--- config.mk ---
export PLATFORM = sky130hd
export DESIGN_NAME = json_string_array_parser
export DESIGN_NICKNAME = d
export VERILOG_FILES = /design/src/rtl/jsap_pkg.sv /design/src/rtl/jsap_step.sv /design/src/rtl/json_string_array_parser.sv
export SDC_FILE = /design/constraint.sdc
export NUM_CORES = 1
export LEC_CHECK = 0
export BUFFER_PORTS_ARGS = -buffer_cell sky130_fd_sc_hd__clkbuf_2
export CAP_MARGIN = 10
export CELL_PAD_IN_SITES_DETAIL_PLACEMENT = 0
export CELL_PAD_IN_SITES_GLOBAL_PLACEMENT = 1
export CORE_UTILIZATION = 30
export CTS_BUF_LIST = sky130_fd_sc_hd__clkbuf_8
export CTS_CLUSTER_SIZE = 16
export DETAILED_ROUTE_END_ITERATION = 12
export MAX_ROUTING_LAYER = met4
export PLACE_DENSITY_LB_ADDON = 0.15
export SLEW_MARGIN = 15
export SYNTH_ARGS = -nofsm -noshare
export SYNTH_HDL_FRONTEND = slang
export SYNTH_SLANG_ARGS = --single-unit
--- constraint.sdc ---
create_clock -name clk_i -period 7.2 [get_ports clk_i]
set_clock_uncertainty 0.15 [all_clocks]
set_input_delay 1.44 -clock clk_i [delete_from_list [all_inputs] [get_ports clk_i]]
set_output_delay 1.44 -clock clk_i [all_outputs]
set_load 0.03 [all_outputs]
--- src/rtl/jsap_pkg.sv ---
// ----------------------------------------------------------------------------
// jsap_pkg: shared types and codes for the JSON string array parser
// Phase codes, result kinds, error codes and the per-word step result.
// ----------------------------------------------------------------------------
package jsap_pkg;

  // Parse phase codes
  localparam logic [2:0] PH_BEFORE = 3'd0;
  localparam logic [2:0] PH_STRING = 3'd1;
  localparam logic [2:0] PH_ESCAPE = 3'd2;
  localparam logic [2:0] PH_AFTER  = 3'd3;
  localparam logic [2:0] PH_ERROR  = 3'd4;

  // Result kinds
  localparam logic [1:0] K_CHAR      = 2'd0;
  localparam logic [1:0] K_END_VALUE = 2'd1;
  localparam logic [1:0] K_ACCEPT    = 2'd2;
  localparam logic [1:0] K_ERROR     = 2'd3;

  // Error codes
  localparam logic [1:0] E_QUOTE  = 2'd0;
  localparam logic [1:0] E_COMMA  = 2'd1;
  localparam logic [1:0] E_ESCAPE = 2'd2;

  // Input actions
  localparam logic ACT_BYTE = 1'b0;
  localparam logic ACT_END  = 1'b1;

  // Characters of interest
  localparam logic [7:0] CH_BSLASH = 8'h5c;
  localparam logic [7:0] CH_QUOTE  = 8'h22;
  localparam logic [7:0] CH_COMMA  = 8'h2c;

  typedef struct packed {
    logic [1:0] kind;
    logic [7:0] char_out;
    logic [1:0] error_code;
    logic       last;
  } result_t;

  typedef struct packed {
    logic [1:0] count;
    result_t    res0;
    result_t    res1;
    logic [2:0] phase;
  } step_t;

endpackage

--- src/rtl/jsap_step.sv ---
// ----------------------------------------------------------------------------
// jsap_step: one-word parse step
// Maps the current phase and one input word to the next phase and up to
// two result words.
// ----------------------------------------------------------------------------
module jsap_step (
  input  logic [2:0]      phase_i,
  input  logic            action_i,
  input  logic [7:0]      data_byte_i,
  output jsap_pkg::step_t step_o
);
  import jsap_pkg::*;

  logic       blank;
  logic [7:0] esc_char;
  result_t    r0;
  result_t    r1;
  logic [1:0] cnt;
  logic [2:0] ph_next;

  // Classify whitespace
  assign blank = (data_byte_i == 8'd32) ||
                 ((data_byte_i >= 8'd9) && (data_byte_i <= 8'd13));

  // Decode escaped character
  always_comb begin
    case (data_byte_i)
      8'h62:   esc_char = 8'd8;
      8'h66:   esc_char = 8'd12;
      8'h6e:   esc_char = 8'd10;
      8'h72:   esc_char = 8'd13;
      8'h74:   esc_char = 8'd9;
      default: esc_char = data_byte_i;
    endcase
  end

  // Advance phase and build results
  always_comb begin
    r0      = '0;
    r1      = '0;
    cnt     = 2'd0;
    ph_next = phase_i;
    if (action_i == ACT_END) begin
      ph_next = PH_BEFORE;
      if (phase_i == PH_STRING) begin
        r0.kind = K_END_VALUE;
        r1.kind = K_ACCEPT;
        cnt     = 2'd2;
      end else if (phase_i == PH_ESCAPE) begin
        r0.kind       = K_ERROR;
        r0.error_code = E_ESCAPE;
        cnt           = 2'd1;
      end else if (phase_i != PH_ERROR) begin
        r0.kind = K_ACCEPT;
        cnt     = 2'd1;
      end
    end else begin
      unique case (phase_i)
        PH_STRING: begin
          if (data_byte_i == CH_BSLASH) begin
            ph_next = PH_ESCAPE;
          end else if (data_byte_i == CH_QUOTE) begin
            r0.kind = K_END_VALUE;
            cnt     = 2'd1;
            ph_next = PH_AFTER;
          end else begin
            r0.kind     = K_CHAR;
            r0.char_out = data_byte_i;
            cnt         = 2'd1;
          end
        end
        PH_ESCAPE: begin
          r0.kind     = K_CHAR;
          r0.char_out = esc_char;
          cnt         = 2'd1;
          ph_next     = PH_STRING;
        end
        PH_AFTER: begin
          if (data_byte_i == CH_COMMA) begin
            ph_next = PH_BEFORE;
          end else if (!blank) begin
            r0.kind       = K_ERROR;
            r0.error_code = E_COMMA;
            cnt           = 2'd1;
            ph_next       = PH_ERROR;
          end
        end
        PH_ERROR: begin
          ph_next = PH_ERROR;
        end
        default: begin
          if (data_byte_i == CH_QUOTE) begin
            ph_next = PH_STRING;
          end else if (!blank) begin
            r0.kind       = K_ERROR;
            r0.error_code = E_QUOTE;
            cnt           = 2'd1;
            ph_next       = PH_ERROR;
          end else begin
            ph_next = PH_BEFORE;
          end
        end
      endcase
    end
    // Mark the final result of this word
    if (cnt == 2'd1) begin
      r0.last = 1'b1;
    end else if (cnt == 2'd2) begin
      r1.last = 1'b1;
    end
  end

  assign step_o.count = cnt;
  assign step_o.res0  = r0;
  assign step_o.res1  = r1;
  assign step_o.phase = ph_next;

endmodule

--- src/rtl/json_string_array_parser.sv ---
// A word accepted into the input register is parsed and written into the result queue, whose head drives the outputs.
// Throughput: one input word per cycle unless the input is stalled; an end mark inside a
// string adds a second result, which takes one more entry of the four-entry queue.
// Input is stalled only when the queue lacks room for two result words.
// Reset (rst_ni low, asynchronous) clears the phase, input valid and queue.
// ----------------------------------------------------------------------------
// json_string_array_parser: JSON string array body tokenizer
// Input register, one-word parse step, and a small result queue.
// ----------------------------------------------------------------------------
module json_string_array_parser (
  input  logic       clk_i,
  input  logic       rst_ni,
  input  logic       in_valid_i,
  output logic       in_stall_o,
  input  logic       action_i,
  input  logic [7:0] data_byte_i,
  output logic       out_valid_o,
  input  logic       out_stall_i,
  output logic [1:0] kind_o,
  output logic [7:0] char_out_o,
  output logic [1:0] error_code_o,
  output logic       last_o
);
  import jsap_pkg::*;

  logic       in_valid_q;
  logic       action_q;
  logic [7:0] data_byte_q;
  logic [2:0] phase_q;
  result_t    fifo_q [4];
  logic [1:0] rd_ptr_q;
  logic [1:0] wr_ptr_q;
  logic [2:0] count_q;
  logic [2:0] count_d;
  step_t      step;
  logic       advance;
  logic       pop;
  logic       in_take;
  logic [1:0] wr_n;
  result_t    head;

  // Parse one word
  jsap_step u_step (
    .phase_i    (phase_q),
    .action_i   (action_q),
    .data_byte_i(data_byte_q),
    .step_o     (step)
  );

  // Move a word into the queue when two slots are free
  assign advance    = in_valid_q && (count_q <= 3'd2);
  assign in_stall_o = in_valid_q && !advance;
  assign in_take    = in_valid_i && !in_stall_o;
  assign pop        = out_valid_o && !out_stall_i;
  assign wr_n       = advance ? step.count : 2'd0;
  assign count_d    = count_q + {1'b0, wr_n} - {2'b00, pop};

  // Hold the input word
  always_ff @(posedge clk_i or negedge rst_ni) begin
    if (!rst_ni) begin
      in_valid_q <= 1'b0;
    end else if (in_take) begin
      in_valid_q <= 1'b1;
    end else if (advance) begin
      in_valid_q <= 1'b0;
    end
  end

  always_ff @(posedge clk_i) begin
    if (in_take) begin
      action_q    <= action_i;
      data_byte_q <= data_byte_i;
    end
  end

  // Advance parse phase
  always_ff @(posedge clk_i or negedge rst_ni) begin
    if (!rst_ni) begin
      phase_q <= PH_BEFORE;
    end else if (advance) begin
      phase_q <= step.phase;
    end
  end

  // Queue pointers and fill
  always_ff @(posedge clk_i or negedge rst_ni) begin
    if (!rst_ni) begin
      rd_ptr_q <= 2'd0;
      wr_ptr_q <= 2'd0;
      count_q  <= 3'd0;
    end else begin
      count_q  <= count_d;
      wr_ptr_q <= wr_ptr_q + wr_n;
      if (pop) begin
        rd_ptr_q <= rd_ptr_q + 2'd1;
      end
    end
  end

  // Queue storage
  always_ff @(posedge clk_i) begin
    if (wr_n != 2'd0) begin
      fifo_q[wr_ptr_q] <= step.res0;
    end
    if (wr_n == 2'd2) begin
      fifo_q[wr_ptr_q + 2'd1] <= step.res1;
    end
  end

  // Present the head word
  assign head         = fifo_q[rd_ptr_q];
  assign out_valid_o  = (count_q != 3'd0);
  assign kind_o       = head.kind;
  assign char_out_o   = head.char_out;
  assign error_code_o = head.error_code;
  assign last_o       = head.last;

endmodule

==> results of run 1 <==
## power by group
part / switching, uW / internal, uW
Combinational: 205 / 179
Sequential: 114 / 476
Clock: 153 / 178
Total: 472 / 832
## stage by stage
step / util, % / area (sq um) / setup slack [ns]
3_5_place_dp: 32.5 / 3890 / 3.82
5_1_grt: 34.2 / 4090 / 3.32
6_report: 34.2 / 4090 / 3.51
2_1_floorplan: - / 3680 / 3.79
3_3_place_gp: 32.5 / 3890 / 3.83
4_1_cts: 34.2 / 4090 / 3.42
## state kept, by name (all words and copies together) (netlist names)
name         count
rd_ptr_q         2
action_q         1
data_byte_q      8
in_valid_q       1
wr_ptr_q         2
phase_q          3
fifo_q          52
count_q          3
## worst max-delay path: cells and delay by family (launching register included)
kind,cells,cell delay [ns]
DFF,1,0.93
buffers and inverters,1,0.20
muxes,1,0.60
## cell type report
cell class	instances	area, sq um	share of cell area, %
flip-flops and latches	72	1670	40.7
inverters	8	30.0	0.733
well taps	147	184	4.49
repair buffers	29	150	3.67
clock inverters	5	53.8	1.31
multi-input cells	265	1860	45.4
clock buffers	11	151	3.70
## placed cells by master, fill, tap and decap left out, drive strengths merged, types with 3 or more instances in the layout
cell type	instances
or2	5
xor2	3
nor2b	11
clkbuf	38
nand2b	7
inv	11
a211oi	4
and3	3
mux4	13
or3	3
a31o	4
nand2	48
ha	4
nand3	25
a21o	3
mux2i	23
xnor2	7
a21oi	15
dfrtp	11
nor2	19
nor3	6
edfxtp	17
dfxtp	44
o21ai	31
## Yosys cell counts, types with 5 or more instances
cell type | n | area [sq um]
nand2b_1 | 7 | 43.8
mux4_2 | 13 | 293
o21ai_1 | 5 | 25.0
nand2_1 | 48 | 180
clkbuf_1 | 15 | 56.3
nand3_1 | 25 | 125
inv_1 | 8 | 30.0
buf_2 | 7 | 35.0
a21oi_1 | 15 | 75.1
dfxtp_1 | 44 | 881
edfxtp_1 | 17 | 510
o21ai_0 | 25 | 125
nor2_1 | 19 | 71.3
dfrtp_1 | 11 | 275
xnor2_1 | 7 | 61.3
or2_2 | 5 | 31.3
nor2b_1 | 10 | 62.6
nor3_1 | 6 | 30.0
mux2i_1 | 23 | 230
## per-layer routing
| metal | part of all wire (%) | track usage [%] |
|---|---|---|
| met1 | 48 | 20.2 |
| met3 | 2.8 | 4.50 |
| met4 | 1.3 | 4.80 |
| met5 | 0 | - |
| met2 | 48 | 24.8 |
## cells by family (layout without fill, tap and decap cells)
family	Yosys count	in the layout	synth area share, %
AOI/OAI and AO/OA	75	75	13.2
xor gates and xnor gates	10	10	2.38
adders and majority gates	5	5	1.91
buffers and inverters	34	53	4.12
DFF	72	72	45.3
muxes	36	36	14.2
and+or+nand+nor	139	139	18.9
## worst min path at each step
stage | startpoint | end | slack [ns]
2_1_floorplan | fifo_q[1][1] | fifo_q[1][1] | 0.28
3_3_place_gp | fifo_q[3][4] | fifo_q[3][4] | 0.29
3_5_place_dp | fifo_q[3][10] | fifo_q[3][10] | 0.30
4_1_cts | fifo_q[3][10] | fifo_q[3][10] | 0.31
5_1_grt | fifo_q[3][1] | fifo_q[3][1] | 0.33
6_report | fifo_q[3][5] | fifo_q[3][5] | 0.31
==> flow_summary.html, run 1 <==
<table>
<tr><th>Metric</th><th>Value</th></tr>
<tr><th colspan="2">Global route</th></tr>
<tr><td>Largest net degree at the start of global routing</td><td>24</td></tr>
<tr><td>Wire length of the first global-routing pass</td><td>approximately 15 mm</td></tr>
<tr><td>Vias in the first global route</td><td>approximately 2700</td></tr>
<tr><td>Final global-route overflow total</td><td>0</td></tr>
<tr><td>Initial antenna violation count</td><td>0</td></tr>
<tr><td>Global routing usage summed across all routing layers</td><td>between 10% and 20%</td></tr>
<tr><th colspan="2">Drt</th></tr>
<tr><td>DRC violations left</td><td>0</td></tr>
<tr><td>Detailed router's first-iteration violation count</td><td>around 130</td></tr>
<tr><td>DR vias</td><td>2730</td></tr>
<tr><td>Vias per std cell</td><td>between 5 and 6</td></tr>
<tr><td>Detailed Route WL</td><td>9.01 mm</td></tr>
<tr><td>Drt pass-1 iters</td><td>4</td></tr>
<tr><td>Routed len/inst</td><td>16.8 um</td></tr>
<tr><td>Remaining antenna violation count</td><td>0</td></tr>
<tr><th colspan="2">Place</th></tr>
<tr><td>Number of buffers added on ports</td><td>27</td></tr>
<tr><td>Number of instances in the placed design</td><td>521</td></tr>
<tr><td>Half-perimeter wire length after detailed placement</td><td>6.29 mm</td></tr>
<tr><td>Global placement routability congestion</td><td>roughly 0.77</td></tr>
<tr><th colspan="2">Setup path</th></tr>
<tr><td>Worst r2r src</td><td>data_byte_q[3]</td></tr>
<tr><td>Slowest cell delay on critical path</td><td>roughly 0.93 ns</td></tr>
<tr><td>Slack of the worst reg-to-reg path</td><td>between 3 and 4 ns</td></tr>
<tr><td>Cell-by-cell listing of the critical path</td><td>mux4_2 &gt; clkbuf_2</td></tr>
<tr><td>Capturing instance or port of the critical path</td><td>char_out_o[2]</td></tr>
<tr><td>Worst Setup SP</td><td>rd_ptr_q[0]</td></tr>
<tr><td>Crit. End Element</td><td>output pin</td></tr>
<tr><td>Maximum fanout encountered on the critical timing path</td><td>15</td></tr>
<tr><td>Endpoint of the worst register-to-register path</td><td>count_q[2]</td></tr>
<tr><td>Crit path DAT</td><td>between 2 and 2.5 ns</td></tr>
<tr><td>Critical Path Slowest Stage Cell</td><td>dfrtp_1</td></tr>
<tr><td>Register-to-Register Path Depth</td><td>12</td></tr>
<tr><td>Type of the worst setup path</td><td>register to output pin</td></tr>
<tr><td>Worst EP required</td><td>about 5.6 ns</td></tr>
<tr><td>Setup crit start kind</td><td>register</td></tr>
<tr><th colspan="2">Synth</th></tr>
<tr><td>Register bit total from synthesis</td><td>72</td></tr>
<tr><td>Primary FF master, synth</td><td>dfxtp_1</td></tr>
<tr><td>Share of synthesized area occupied by flip-flops and latches</td><td>around 45%</td></tr>
<tr><td>Synth Net Count</td><td>about 400</td></tr>
<tr><td>Mean post-synth cell area</td><td>slightly below 10 sq um</td></tr>
<tr><td>Area of the mapped netlist</td><td>3680 sq um</td></tr>
<tr><td>Yosys warning count</td><td>0</td></tr>
<tr><td>Proportion of synthesized flip-flops having asynchronous set or reset</td><td>15.3%</td></tr>
<tr><td>Netlist cell types</td><td>57</td></tr>
<tr><td>EDFF count, synth</td><td>17</td></tr>
<tr><td>Gate count after technology mapping</td><td>371</td></tr>
<tr><th colspan="2">Clock tree</th></tr>
<tr><td>Number of gates given a new drive strength after cts</td><td>0</td></tr>
<tr><td>Worst-case clock buffer depth</td><td>2</td></tr>
<tr><td>Clock Sink Count</td><td>72</td></tr>
<tr><td>Total CTS buffers</td><td>9</td></tr>
<tr><td>Setup repair bufs after CTS</td><td>0</td></tr>
<tr><td>Hold buffer count at CTS</td><td>0</td></tr>
<tr><td>H-tree depth reported by CTS</td><td>3</td></tr>
<tr><td>Clock tree from TritonCTS</td><td>built</td></tr>
<tr><td>Root Driver</td><td>clkbuf_8</td></tr>
<tr><td>Source-to-sink clock delay at the later pin of the worst-skew pair</td><td>~0.36 ns</td></tr>
<tr><td>Clock transition at the registers of the reported paths</td><td>about 0.07 ns</td></tr>
<tr><th colspan="2">Die</th></tr>
<tr><td>Die height</td><td>113 um</td></tr>
<tr><td>Width of the die</td><td>around 110 um</td></tr>
<tr><td>Effective utilization at floorplan</td><td>a little under a third</td></tr>
<tr><td>Io pins</td><td>28</td></tr>
<tr><td>Area of the core</td><td>around 12000 sq um</td></tr>
<tr><td>Site Rows</td><td>40</td></tr>
<tr><td>Area enclosed by the die boundary</td><td>around 13000 sq um</td></tr>
<tr><th colspan="2">Finish</th></tr>
<tr><td>Non-filler cells, final</td><td>between 500 and 600</td></tr>
<tr><td>Area overhead of the layout relative to synthesis</td><td>11.4%</td></tr>
<tr><td>Layout Nets</td><td>between 400 and 500</td></tr>
<tr><td>Final antenna diode count</td><td>0</td></tr>
<tr><td>Fraction of layout instances using a drive strength above 1</td><td>around 18%</td></tr>
<tr><td>FILL cells</td><td>approximately 1200</td></tr>
<tr><th colspan="2">Flow run</th></tr>
<tr><td>Number of maximum-capacitance violations</td><td>0</td></tr>
<tr><th colspan="2">STA</th></tr>
<tr><td>Worst slew pin tran</td><td>about 0.9 ns</td></tr>
<tr><td>Final critical-path required period</td><td>roughly 3.7 ns</td></tr>
<tr><td>RSZ-0062 raised after global routing</td><td>false</td></tr>
<tr><td>Share of the clock period used by the worst path after layout</td><td>51.2%</td></tr>
<tr><td>Setup tns final</td><td>0 ns</td></tr>
<tr><td>Max-slew headroom at the worst pin</td><td>about two fifths</td></tr>
<tr><td>Hold WS</td><td>between 0.3 and 0.4 ns</td></tr>
<tr><td>F_max</td><td>about 270 MHz</td></tr>
<tr><td>Final-report setup violation count</td><td>0</td></tr>
<tr><td>Number of failing hold endpoints at the final stage</td><td>0</td></tr>
<tr><td>Fin. max-slew vios</td><td>0</td></tr>
<tr><th colspan="2">Outcome</th></tr>
<tr><td>Run status</td><td>finished, final reports clean</td></tr>
<tr><th colspan="2">Power and ir drop</th></tr>
<tr><td>Total leakage power</td><td>approximately 0.0016 uW</td></tr>
<tr><td>Total power after layout</td><td>between 1000 and 1500 uW</td></tr>
<tr><td>Maximum vdd drop</td><td>0.112 mV</td></tr>
<tr><td>Power density normalized to cell area</td><td>between 300 and 400 nW/um^2</td></tr>
<tr><th colspan="2">Min path</th></tr>
<tr><td>Type of the most critical hold path</td><td>register to register</td></tr>
<tr><td>Cell depth of the worst min-delay path</td><td>2</td></tr>
</table>
Power figures use the tool's default switching activity.
==> run 2: changes to the inputs <==
==> constraint.sdc (replaced) <==
create_clock -name clk_i -period 3.75 [get_ports clk_i]
set_clock_uncertainty 0.15 [all_clocks]
set_input_delay 0.75 -clock clk_i [delete_from_list [all_inputs] [get_ports clk_i]]
set_output_delay 0.75 -clock clk_i [all_outputs]
set_load 0.03 [all_outputs]
==> run 2 against run 1 <==
Against the previous run:
- utilization about the same
- critical endpoint is now count_q[2]
- die area unchanged
- via count up 1.5%
- highest routed layer unchanged
- sequential share of layout area about the same
==> flow_summary.html, run 2 (synthesis gave the netlist of run 1 again) <==
<table>
<tr><th>Metric</th><th>Value</th></tr>
<tr><th colspan="2">Outcome</th></tr>
<tr><td>Run status</td><td>finished, final reports clean (unchanged)</td></tr>
<tr><th colspan="2">Setup path</th></tr>
<tr><td>Cell-by-cell listing of the critical path</td><td>nor2b_1 &gt; mux2i_1 &gt; o31ai_2 &gt; nand2_1 &gt; nand3_1 &gt; ha_1 &gt; inv_1 &gt; ha_1 &gt; inv_1 &gt; fa_1 &gt; xor2_1 &gt; xnor2_1 (was mux4_2 &gt; clkbuf_2)</td></tr>
<tr><td>Crit. path cell count</td><td>12 (was 2)</td></tr>
<tr><td>Worst path top cell family by delay</td><td>adder cells (was flip-flops)</td></tr>
<tr><td>Register-to-Register Path Depth</td><td>12 (unchanged)</td></tr>
<tr><td>Buf+Inv Stages, Crit Path</td><td>2 (was 1)</td></tr>
<tr><td>Worst Setup SP</td><td>data_byte_q[3] (was rd_ptr_q[0])</td></tr>
<tr><td>Slowest cell delay on critical path</td><td>0.53 ns (was 0.93 ns)</td></tr>
<tr><td>Worst r2r src</td><td>data_byte_q[3] (unchanged)</td></tr>
<tr><td>Crit. End Element</td><td>register (was output pin)</td></tr>
<tr><td>Crit path DAT</td><td>3.23 ns (was 2.10 ns)</td></tr>
<tr><td>Endpoint of the worst register-to-register path</td><td>count_q[2] (unchanged)</td></tr>
<tr><td>Worst EP required</td><td>3.85 ns (was 5.61 ns)</td></tr>
<tr><td>Critical Path Slowest Stage Cell</td><td>edfxtp_1 (was dfrtp_1)</td></tr>
<tr><td>Slack of the worst reg-to-reg path</td><td>0.61 ns (was 3.90 ns)</td></tr>
<tr><td>Type of the worst setup path</td><td>register to register (was register to output pin)</td></tr>
<tr><td>Setup crit start kind</td><td>register (unchanged)</td></tr>
<tr><td>Maximum fanout encountered on the critical timing path</td><td>10 (was 15)</td></tr>
<tr><th colspan="2">Drt</th></tr>
<tr><td>Vias per std cell</td><td>5.10 (was 5.08)</td></tr>
<tr><td>Detailed Route WL</td><td>9.31 mm (was 9.01 mm)</td></tr>
<tr><td>Routed len/inst</td><td>17.1 um (was 16.8 um)</td></tr>
<tr><td>Drt pass-1 iters</td><td>7 (was 4)</td></tr>
<tr><td>DR vias</td><td>2772 (was 2730)</td></tr>
<tr><td>Detailed router's first-iteration violation count</td><td>125 (was 126)</td></tr>
<tr><td>Remaining antenna violation count</td><td>0 (unchanged)</td></tr>
<tr><td>DRC violations left</td><td>0 (unchanged)</td></tr>
<tr><th colspan="2">Finish</th></tr>
<tr><td>Most frequent standard cell in the layout excluding fill and tap cells</td><td>nand2_1 (unchanged)</td></tr>
<tr><td>Area overhead of the layout relative to synthesis</td><td>11.4% (about the same)</td></tr>
<tr><td>Fraction of layout instances using a drive strength above 1</td><td>18.9% (was 17.9%)</td></tr>
<tr><td>Max FFs per register</td><td>52 (unchanged)</td></tr>
<tr><td>Fin area</td><td>4100 sq um (was 4090 sq um)</td></tr>
<tr><td>Layout Nets</td><td>409 (was 403)</td></tr>
<tr><td>Register with the highest flop count</td><td>fifo_q (unchanged)</td></tr>
<tr><td>Top library cells by usage in the layout, fill and taps aside</td><td>nand2_1, dfxtp_1, clkbuf_2, nand3_1, o21ai_0 (unchanged)</td></tr>
<tr><td>Final antenna diode count</td><td>0 (unchanged)</td></tr>
<tr><td>Largest registers in the final layout</td><td>fifo_q x52, data_byte_q x8 (unchanged)</td></tr>
<tr><th colspan="2">Power and ir drop</th></tr>
<tr><td>Sw Pwr</td><td>924 uW (was 472 uW)</td></tr>
<tr><td>Total power after layout</td><td>2430 uW (was 1300 uW)</td></tr>
<tr><td>Proportion of power drawn by the clock network</td><td>22.1% (was 25.4%)</td></tr>
<tr><td>Power density normalized to cell area</td><td>592 nW/um^2 (was 319 nW/um^2)</td></tr>
<tr><td>Total leakage power</td><td>0.00166 uW (was 0.00164 uW)</td></tr>
<tr><td>Relative contribution of sequential cells to total power</td><td>44.5% (was 45.2%)</td></tr>
<tr><td>Maximum vdd drop</td><td>0.200 mV (was 0.112 mV)</td></tr>
<tr><td>Share of total power in combinational logic</td><td>33.5% (was 29.4%)</td></tr>
<tr><td>Switching portion of total power</td><td>38.1% (was 36.2%)</td></tr>
<tr><td>Int Pwr</td><td>1500 uW (was 832 uW)</td></tr>
<tr><th colspan="2">Global route</th></tr>
<tr><td>Busiest layer in global routing</td><td>met2 (unchanged)</td></tr>
<tr><td>Global routing usage summed across all routing layers</td><td>16.2% (was 16.0%)</td></tr>
<tr><td>Largest net degree at the start of global routing</td><td>19 (was 24)</td></tr>
<tr><td>Final global-route overflow total</td><td>0 (unchanged)</td></tr>
<tr><td>GR Util met1</td><td>20.5% (was 20.2%)</td></tr>
<tr><td>Wire length of the first global-routing pass</td><td>15.1 mm (was 14.8 mm)</td></tr>
<tr><td>Met2 demand-to-capacity share in global routing</td><td>25.9% (was 24.8%)</td></tr>
<tr><td>Met3 GRT Util</td><td>2.25% (was 4.50%)</td></tr>
<tr><td>Initial antenna violation count</td><td>0 (unchanged)</td></tr>
<tr><td>Vias in the first global route</td><td>2777 (was 2653)</td></tr>
<tr><th colspan="2">STA</th></tr>
<tr><td>Fin. max-slew vios</td><td>0 (unchanged)</td></tr>
<tr><td>Worst slew pin tran</td><td>0.807 ns (was 0.893 ns)</td></tr>
<tr><td>Final critical-path required period</td><td>around 3.1 ns</td></tr>
<tr><td>RSZ-0062 raised after global routing</td><td>false (unchanged)</td></tr>
<tr><td>F_max</td><td>~320 MHz</td></tr>
<tr><td>Share of the clock period used by the worst path after layout</td><td>~84%</td></tr>
<tr><td>Setup tns final</td><td>0 ns (unchanged)</td></tr>
<tr><td>Hold WS</td><td>0.110 ns (was 0.308 ns)</td></tr>
<tr><td>Number of failing hold endpoints at the final stage</td><td>0 (unchanged)</td></tr>
<tr><td>Max-slew headroom at the worst pin</td><td>46.2% (was 40.5%)</td></tr>
<tr><td>Final-report setup violation count</td><td>0 (unchanged)</td></tr>
<tr><th colspan="2">Clock tree</th></tr>
<tr><td>Setup repair bufs after CTS</td><td>0 (unchanged)</td></tr>
<tr><td>Total CTS buffers</td><td>9 (unchanged)</td></tr>
<tr><td>Worst-case clock buffer depth</td><td>2 (unchanged)</td></tr>
<tr><td>Clock tree from TritonCTS</td><td>built (unchanged)</td></tr>
<tr><td>Hold buffer count at CTS</td><td>0 (unchanged)</td></tr>
<tr><td>Clock transition at the registers of the reported paths</td><td>0.08 ns (was 0.07 ns)</td></tr>
<tr><td>Number of gates given a new drive strength after cts</td><td>0 (unchanged)</td></tr>
<tr><td>Root Driver</td><td>clkbuf_8 (unchanged)</td></tr>
<tr><td>H-tree depth reported by CTS</td><td>3 (unchanged)</td></tr>
<tr><td>Source-to-sink clock delay at the later pin of the worst-skew pair</td><td>0.35 ns (was 0.36 ns)</td></tr>
<tr><td>Clock Sink Count</td><td>72 (unchanged)</td></tr>
<tr><th colspan="2">Die</th></tr>
<tr><td>Site Rows</td><td>40 (unchanged)</td></tr>
<tr><td>Width of the die</td><td>113 um (unchanged)</td></tr>
<tr><td>Die height</td><td>113 um (unchanged)</td></tr>
<tr><td>Io pins</td><td>28 (unchanged)</td></tr>
<tr><td>Area enclosed by the die boundary</td><td>12700 sq um (unchanged)</td></tr>
<tr><td>Effective utilization at floorplan</td><td>30.7% (unchanged)</td></tr>
<tr><td>Area of the core</td><td>12000 sq um (unchanged)</td></tr>
<tr><th colspan="2">Place</th></tr>
<tr><td>Half-perimeter wire length after detailed placement</td><td>6.44 mm (was 6.29 mm)</td></tr>
<tr><td>Global placement routability congestion</td><td>0.842 (was 0.770)</td></tr>
<tr><td>Post-DP Area</td><td>3930 sq um (was 3890 sq um)</td></tr>
<tr><td>Number of buffers added on ports</td><td>27 (unchanged)</td></tr>
<tr><th colspan="2">Min path</th></tr>
<tr><td>Type of the most critical hold path</td><td>primary input to async pin (was register to register)</td></tr>
<tr><th colspan="2">Flow run</th></tr>
<tr><td>Number of maximum-capacitance violations</td><td>0 (unchanged)</td></tr>
</table>
==> run 2: changes by cell type in the layout (fill, tap and decap cells not counted) <==
cell and change:
bufinv_16 -1, inv_1 +1, clkbuf_8 -2, clkinv_4 +1
buf_4 +6, clkinvlp_4 -1, clkinv_2 +2
==> run 2: metrics by stage <==
stage               worst slack [ns]  utilization [%]  cells
floorplan                      0.837                -    371
global placement               0.689             32.9    527
detailed placement             0.628             32.9    527
CTS                            0.625             34.2    543
global route                   0.378             34.2    543
finish                         0.614             34.2    543
==> run 2: final cells by class <==
cell class	instances	area, sq um
Clock buffer	9	124
Clock inverter	7	38.8
Fill cell	1222	7870
Inverter	8	30.0
Multi-Input combinational cell	265	1860
Sequential cell	72	1670
Tap cell	147	184
Timing Repair Buffer	35	195
==> run 2: layer usage <==
metal,vias to the layer above,share of wire (%)
met5,-,0
li1,1369,-
met1,1361,48
met2,33,48
met3,9,2.9
met4,0,1.0
==> run 2: how the worst max path moves through the flow <==
stage	endpoint	slack, ns
2_1_floorplan	count_q[2]	0.84
3_3_place_gp	count_q[2]	0.69
3_5_place_dp	count_q[2]	0.63
4_1_cts	count_q[2]	0.62
5_1_grt	count_q[2]	0.38
6_report	count_q[2]	0.61
==> run 2: power groups by stage <==
stage / clock network (uW) / logic (uW) / registers (uW)
finish: 536 / 812 / 1080
global placement: 0 / 823 / 1100
CTS: 565 / 826 / 1080
global route: 589 / 900 / 1100
floorplan: 0 / 722 / 987
detailed placement: 0 / 825 / 1090
==> run 3: changes to the inputs <==
==> constraint.sdc (replaced) <==
create_clock -name clk_i -period 3.2 [get_ports clk_i]
set_clock_uncertainty 0.15 [all_clocks]
set_input_delay 0.64 -clock clk_i [delete_from_list [all_inputs] [get_ports clk_i]]
set_output_delay 0.64 -clock clk_i [all_outputs]
set_load 0.03 [all_outputs]
==> run 3 against run 2 <==
Against the previous run:
- sequential cell count stayed put
- sequential share of layout area is 1.5 points lower
- critical path depth stayed put
- clock-buffer cell count is 2 higher
- die area stayed put
- via count is 1.7% higher
- wire length is 0.31% higher
- final area is 3.7% higher
- hold slack better by 0.19 ns
==> flow_summary.html, run 3 (synthesis gave the netlist of run 1 again) <==
<table>
<tr><th>Metric</th><th>Value</th></tr>
<tr><th colspan="2">Power and ir drop</th></tr>
<tr><td>Power density normalized to cell area</td><td>701 nW/um^2 (was 592 nW/um^2)</td></tr>
<tr><td>Maximum vdd drop</td><td>0.181 mV (was 0.200 mV)</td></tr>
<tr><td>Total leakage power</td><td>0.00173 uW (was 0.00166 uW)</td></tr>
<tr><th colspan="2">Drt</th></tr>
<tr><td>Detailed router's first-iteration violation count</td><td>85 (was 125)</td></tr>
<tr><td>Routed len/inst</td><td>16.7 um (was 17.1 um)</td></tr>
<tr><td>DRC violations left</td><td>0 (unchanged)</td></tr>
<tr><td>DR vias</td><td>2820 (was 2772)</td></tr>
<tr><td>Remaining antenna violation count</td><td>0 (unchanged)</td></tr>
<tr><td>Detailed Route WL</td><td>9.34 mm (was 9.31 mm)</td></tr>
<tr><td>Vias per std cell</td><td>5.04 (was 5.10)</td></tr>
<tr><td>Drt pass-1 iters</td><td>4 (was 7)</td></tr>
<tr><th colspan="2">Global route</th></tr>
<tr><td>Wire length of the first global-routing pass</td><td>15.2 mm (was 15.1 mm)</td></tr>
<tr><td>Initial antenna violation count</td><td>0 (unchanged)</td></tr>
<tr><td>Vias in the first global route</td><td>2845 (was 2777)</td></tr>
<tr><td>Global routing usage summed across all routing layers</td><td>16.4% (was 16.2%)</td></tr>
<tr><td>Largest net degree at the start of global routing</td><td>21 (was 19)</td></tr>
<tr><td>Final global-route overflow total</td><td>0 (unchanged)</td></tr>
<tr><th colspan="2">STA</th></tr>
<tr><td>Setup tns final</td><td>0 ns (unchanged)</td></tr>
<tr><td>Min setup slack post-route</td><td>0.214 ns (was 0.614 ns)</td></tr>
<tr><td>Hold WS</td><td>0.299 ns (was 0.110 ns)</td></tr>
<tr><td>RSZ-0062 raised after global routing</td><td>false (unchanged)</td></tr>
<tr><td>Fin. max-slew vios</td><td>0 (unchanged)</td></tr>
<tr><td>Number of failing hold endpoints at the final stage</td><td>0 (unchanged)</td></tr>
<tr><td>Worst slew pin tran</td><td>0.833 ns (was 0.807 ns)</td></tr>
<tr><td>Final-report setup violation count</td><td>0 (unchanged)</td></tr>
<tr><td>Final critical-path required period</td><td>2.99 ns (was 3.14 ns)</td></tr>
<tr><td>Share of the clock period used by the worst path after layout</td><td>93.3% (was 83.6%)</td></tr>
<tr><td>F_max</td><td>335 MHz (was 319 MHz)</td></tr>
<tr><td>Max-slew headroom at the worst pin</td><td>44.5% (was 46.2%)</td></tr>
<tr><th colspan="2">Setup path</th></tr>
<tr><td>Worst EP required</td><td>3.29 ns (was 3.85 ns)</td></tr>
<tr><td>Type of the worst setup path</td><td>register to register (unchanged)</td></tr>
<tr><td>Cell-by-cell listing of the critical path</td><td>o21ba_1 &gt; o21ai_2 &gt; a211oi_1 &gt; a211oi_4 &gt; nand3_1 &gt; ha_1 &gt; inv_1 &gt; ha_1 &gt; inv_1 &gt; fa_1 &gt; xor2_1 &gt; xnor2_1 (was nor2b_1 &gt; mux2i_1 &gt; o31ai_2 &gt; nand2_1 &gt; nand3_1 &gt; ha_1 &gt; inv_1 &gt; ha_1 &gt; inv_1 &gt; fa_1 &gt; xor2_1 &gt; xnor2_1)</td></tr>
<tr><td>Buf+Inv Stages, Crit Path</td><td>2 (unchanged)</td></tr>
<tr><td>Crit. End Element</td><td>register (unchanged)</td></tr>
<tr><td>Worst r2r src</td><td>data_byte_q[0] (was data_byte_q[3])</td></tr>
<tr><td>Worst path top cell family by delay</td><td>compound AO/OA/AOI/OAI gates (was adder cells)</td></tr>
<tr><td>Worst Setup SP</td><td>data_byte_q[0] (was data_byte_q[3])</td></tr>
<tr><td>Capturing instance or port of the critical path</td><td>count_q[2] (unchanged)</td></tr>
<tr><td>Critical Path Slowest Stage Cell</td><td>edfxtp_1 (unchanged)</td></tr>
<tr><td>Crit. path cell count</td><td>12 (unchanged)</td></tr>
<tr><td>Register-to-Register Path Depth</td><td>12 (unchanged)</td></tr>
<tr><td>Slowest cell delay on critical path</td><td>0.51 ns (was 0.53 ns)</td></tr>
<tr><td>Slack of the worst reg-to-reg path</td><td>0.21 ns (was 0.61 ns)</td></tr>
<tr><td>Maximum fanout encountered on the critical timing path</td><td>7 (was 10)</td></tr>
<tr><td>Endpoint of the worst register-to-register path</td><td>count_q[2] (unchanged)</td></tr>
<tr><td>Setup crit start kind</td><td>register (unchanged)</td></tr>
<tr><td>Crit path DAT</td><td>3.08 ns (was 3.23 ns)</td></tr>
<tr><th colspan="2">Finish</th></tr>
<tr><td>Fraction of layout instances using a drive strength above 1</td><td>22.6% (was 18.9%)</td></tr>
<tr><td>Layout Nets</td><td>425 (was 409)</td></tr>
<tr><td>Area overhead of the layout relative to synthesis</td><td>15.6% (was 11.4%)</td></tr>
<tr><td>Multi-input logic area</td><td>1860 sq um (about the same)</td></tr>
<tr><td>Most frequent standard cell in the layout excluding fill and tap cells</td><td>nand2_1 (unchanged)</td></tr>
<tr><td>FILL cells</td><td>1219 (was 1222)</td></tr>
<tr><td>Sequential cell area in the final layout</td><td>1670 sq um (unchanged)</td></tr>
<tr><td>Fin area</td><td>4250 sq um (was 4100 sq um)</td></tr>
<tr><td>Top library cells by usage in the layout, fill and taps aside</td><td>nand2_1, dfxtp_1, clkbuf_2, nand3_1, o21ai_0 (unchanged)</td></tr>
<tr><td>Final antenna diode count</td><td>0 (unchanged)</td></tr>
<tr><td>Register with the highest flop count</td><td>fifo_q (unchanged)</td></tr>
<tr><td>Largest registers in the final layout</td><td>fifo_q x52, data_byte_q x8 (unchanged)</td></tr>
<tr><td>Max FFs per register</td><td>52 (unchanged)</td></tr>
<tr><th colspan="2">Place</th></tr>
<tr><td>Post-DP Area</td><td>4030 sq um (was 3930 sq um)</td></tr>
<tr><td>Minimum setup slack after placement</td><td>0.118 ns (was 0.628 ns)</td></tr>
<tr><td>Half-perimeter wire length after detailed placement</td><td>6.51 mm (was 6.44 mm)</td></tr>
<tr><td>Global placement routability congestion</td><td>0.875 (was 0.842)</td></tr>
<tr><td>Number of buffers added on ports</td><td>27 (unchanged)</td></tr>
<tr><th colspan="2">Die</th></tr>
<tr><td>Die height</td><td>113 um (unchanged)</td></tr>
<tr><td>Io pins</td><td>28 (unchanged)</td></tr>
<tr><td>Width of the die</td><td>113 um (unchanged)</td></tr>
<tr><td>Area of the core</td><td>12000 sq um (unchanged)</td></tr>
<tr><td>Site Rows</td><td>40 (unchanged)</td></tr>
<tr><td>Effective utilization at floorplan</td><td>30.7% (unchanged)</td></tr>
<tr><td>Area enclosed by the die boundary</td><td>12700 sq um (unchanged)</td></tr>
<tr><th colspan="2">Outcome</th></tr>
<tr><td>Run status</td><td>finished, final reports clean (unchanged)</td></tr>
<tr><th colspan="2">Min path</th></tr>
<tr><td>Type of the most critical hold path</td><td>primary input to register (was primary input to async pin)</td></tr>
<tr><td>Startpoint of the worst hold path</td><td>data_byte_i[3]</td></tr>
<tr><th colspan="2">Flow run</th></tr>
<tr><td>Number of maximum-capacitance violations</td><td>0 (unchanged)</td></tr>
<tr><th colspan="2">Clock tree</th></tr>
<tr><td>Clock transition at the registers of the reported paths</td><td>0.08 ns (about the same)</td></tr>
<tr><td>Source-to-sink clock delay at the later pin of the worst-skew pair</td><td>0.36 ns (was 0.35 ns)</td></tr>
<tr><td>Worst-case clock buffer depth</td><td>2 (unchanged)</td></tr>
<tr><td>Clock Sink Count</td><td>72 (unchanged)</td></tr>
<tr><td>Total CTS buffers</td><td>9 (unchanged)</td></tr>
<tr><td>Clock tree from TritonCTS</td><td>built (unchanged)</td></tr>
<tr><td>Root Driver</td><td>clkbuf_8 (unchanged)</td></tr>
<tr><td>H-tree depth reported by CTS</td><td>3 (unchanged)</td></tr>
</table>
-- run 3: changes by cell type in the layout (fill, tap and decap cells not counted), sizes merged --
cell | previous run | this run
buf | 8 | 23
clkbuf | 36 | 38
inv | 12 | 10
dlygate4sd3 | 0 | 1
-- run 3: routing by layer --
metal / part of all wire [%] / global-route usage, % / vias up
li1: - / - / 1403
met1: 48 / 20.9 / 1360
met2: 48 / 26.0 / 46
met3: 2.8 / 3.21 / 11
met4: 1.4 / 5.96 / 0
met5: 0 / - / -
-- run 3: final cells by class --
type | count | area share (%)
clock inverters | 5 | 0.883
multi-input cells | 265 | 43.8
inverters | 8 | 0.707
clock buffers | 11 | 3.56
repair buffers | 51 | 7.48
well taps | 147 | 4.33
flip-flops and latches | 72 | 39.2
-- run 3: worst min path at each step --
stage | end | slack (ns) | cells past startpoint
global route | data_byte_q[3] | 0.28 | 1
finish | data_byte_q[3] | 0.30 | 1
detailed placement | fifo_q[1][1] | 0.30 | 2
floorplan | count_q[0] | 0.19 | 0
global placement | fifo_q[2][3] | 0.29 | 2
CTS | data_byte_q[3] | 0.28 | 1
-- run 3: timing repair --
| item | in CTS | in global routing |
|---|---|---|
| setup endpoints to repair | 0 | 8 |
| hold buffers | 1 | 0 |
| hold endpoints to repair | 11 | 0 |
| gates resized for setup | 0 | 1 |
| buffers inserted | 0 | 2 |
-- run 3: metrics by stage --
stage | std cells | power, uW | utilization, %
after floorplan | 371 | 2000 | -
after global placement | 540 | 2300 | 33.7
after detailed placement | 540 | 2300 | 33.7
after CTS | 557 | 3020 | 35.4
after global routing | 559 | 3180 | 35.5
final | 559 | 2980 | 35.5
-- run 3: power breakdown --
part	switching [uW]	internal, uW
registers	163	1070
logic	575	464
clock network	378	329
total	1120	1860
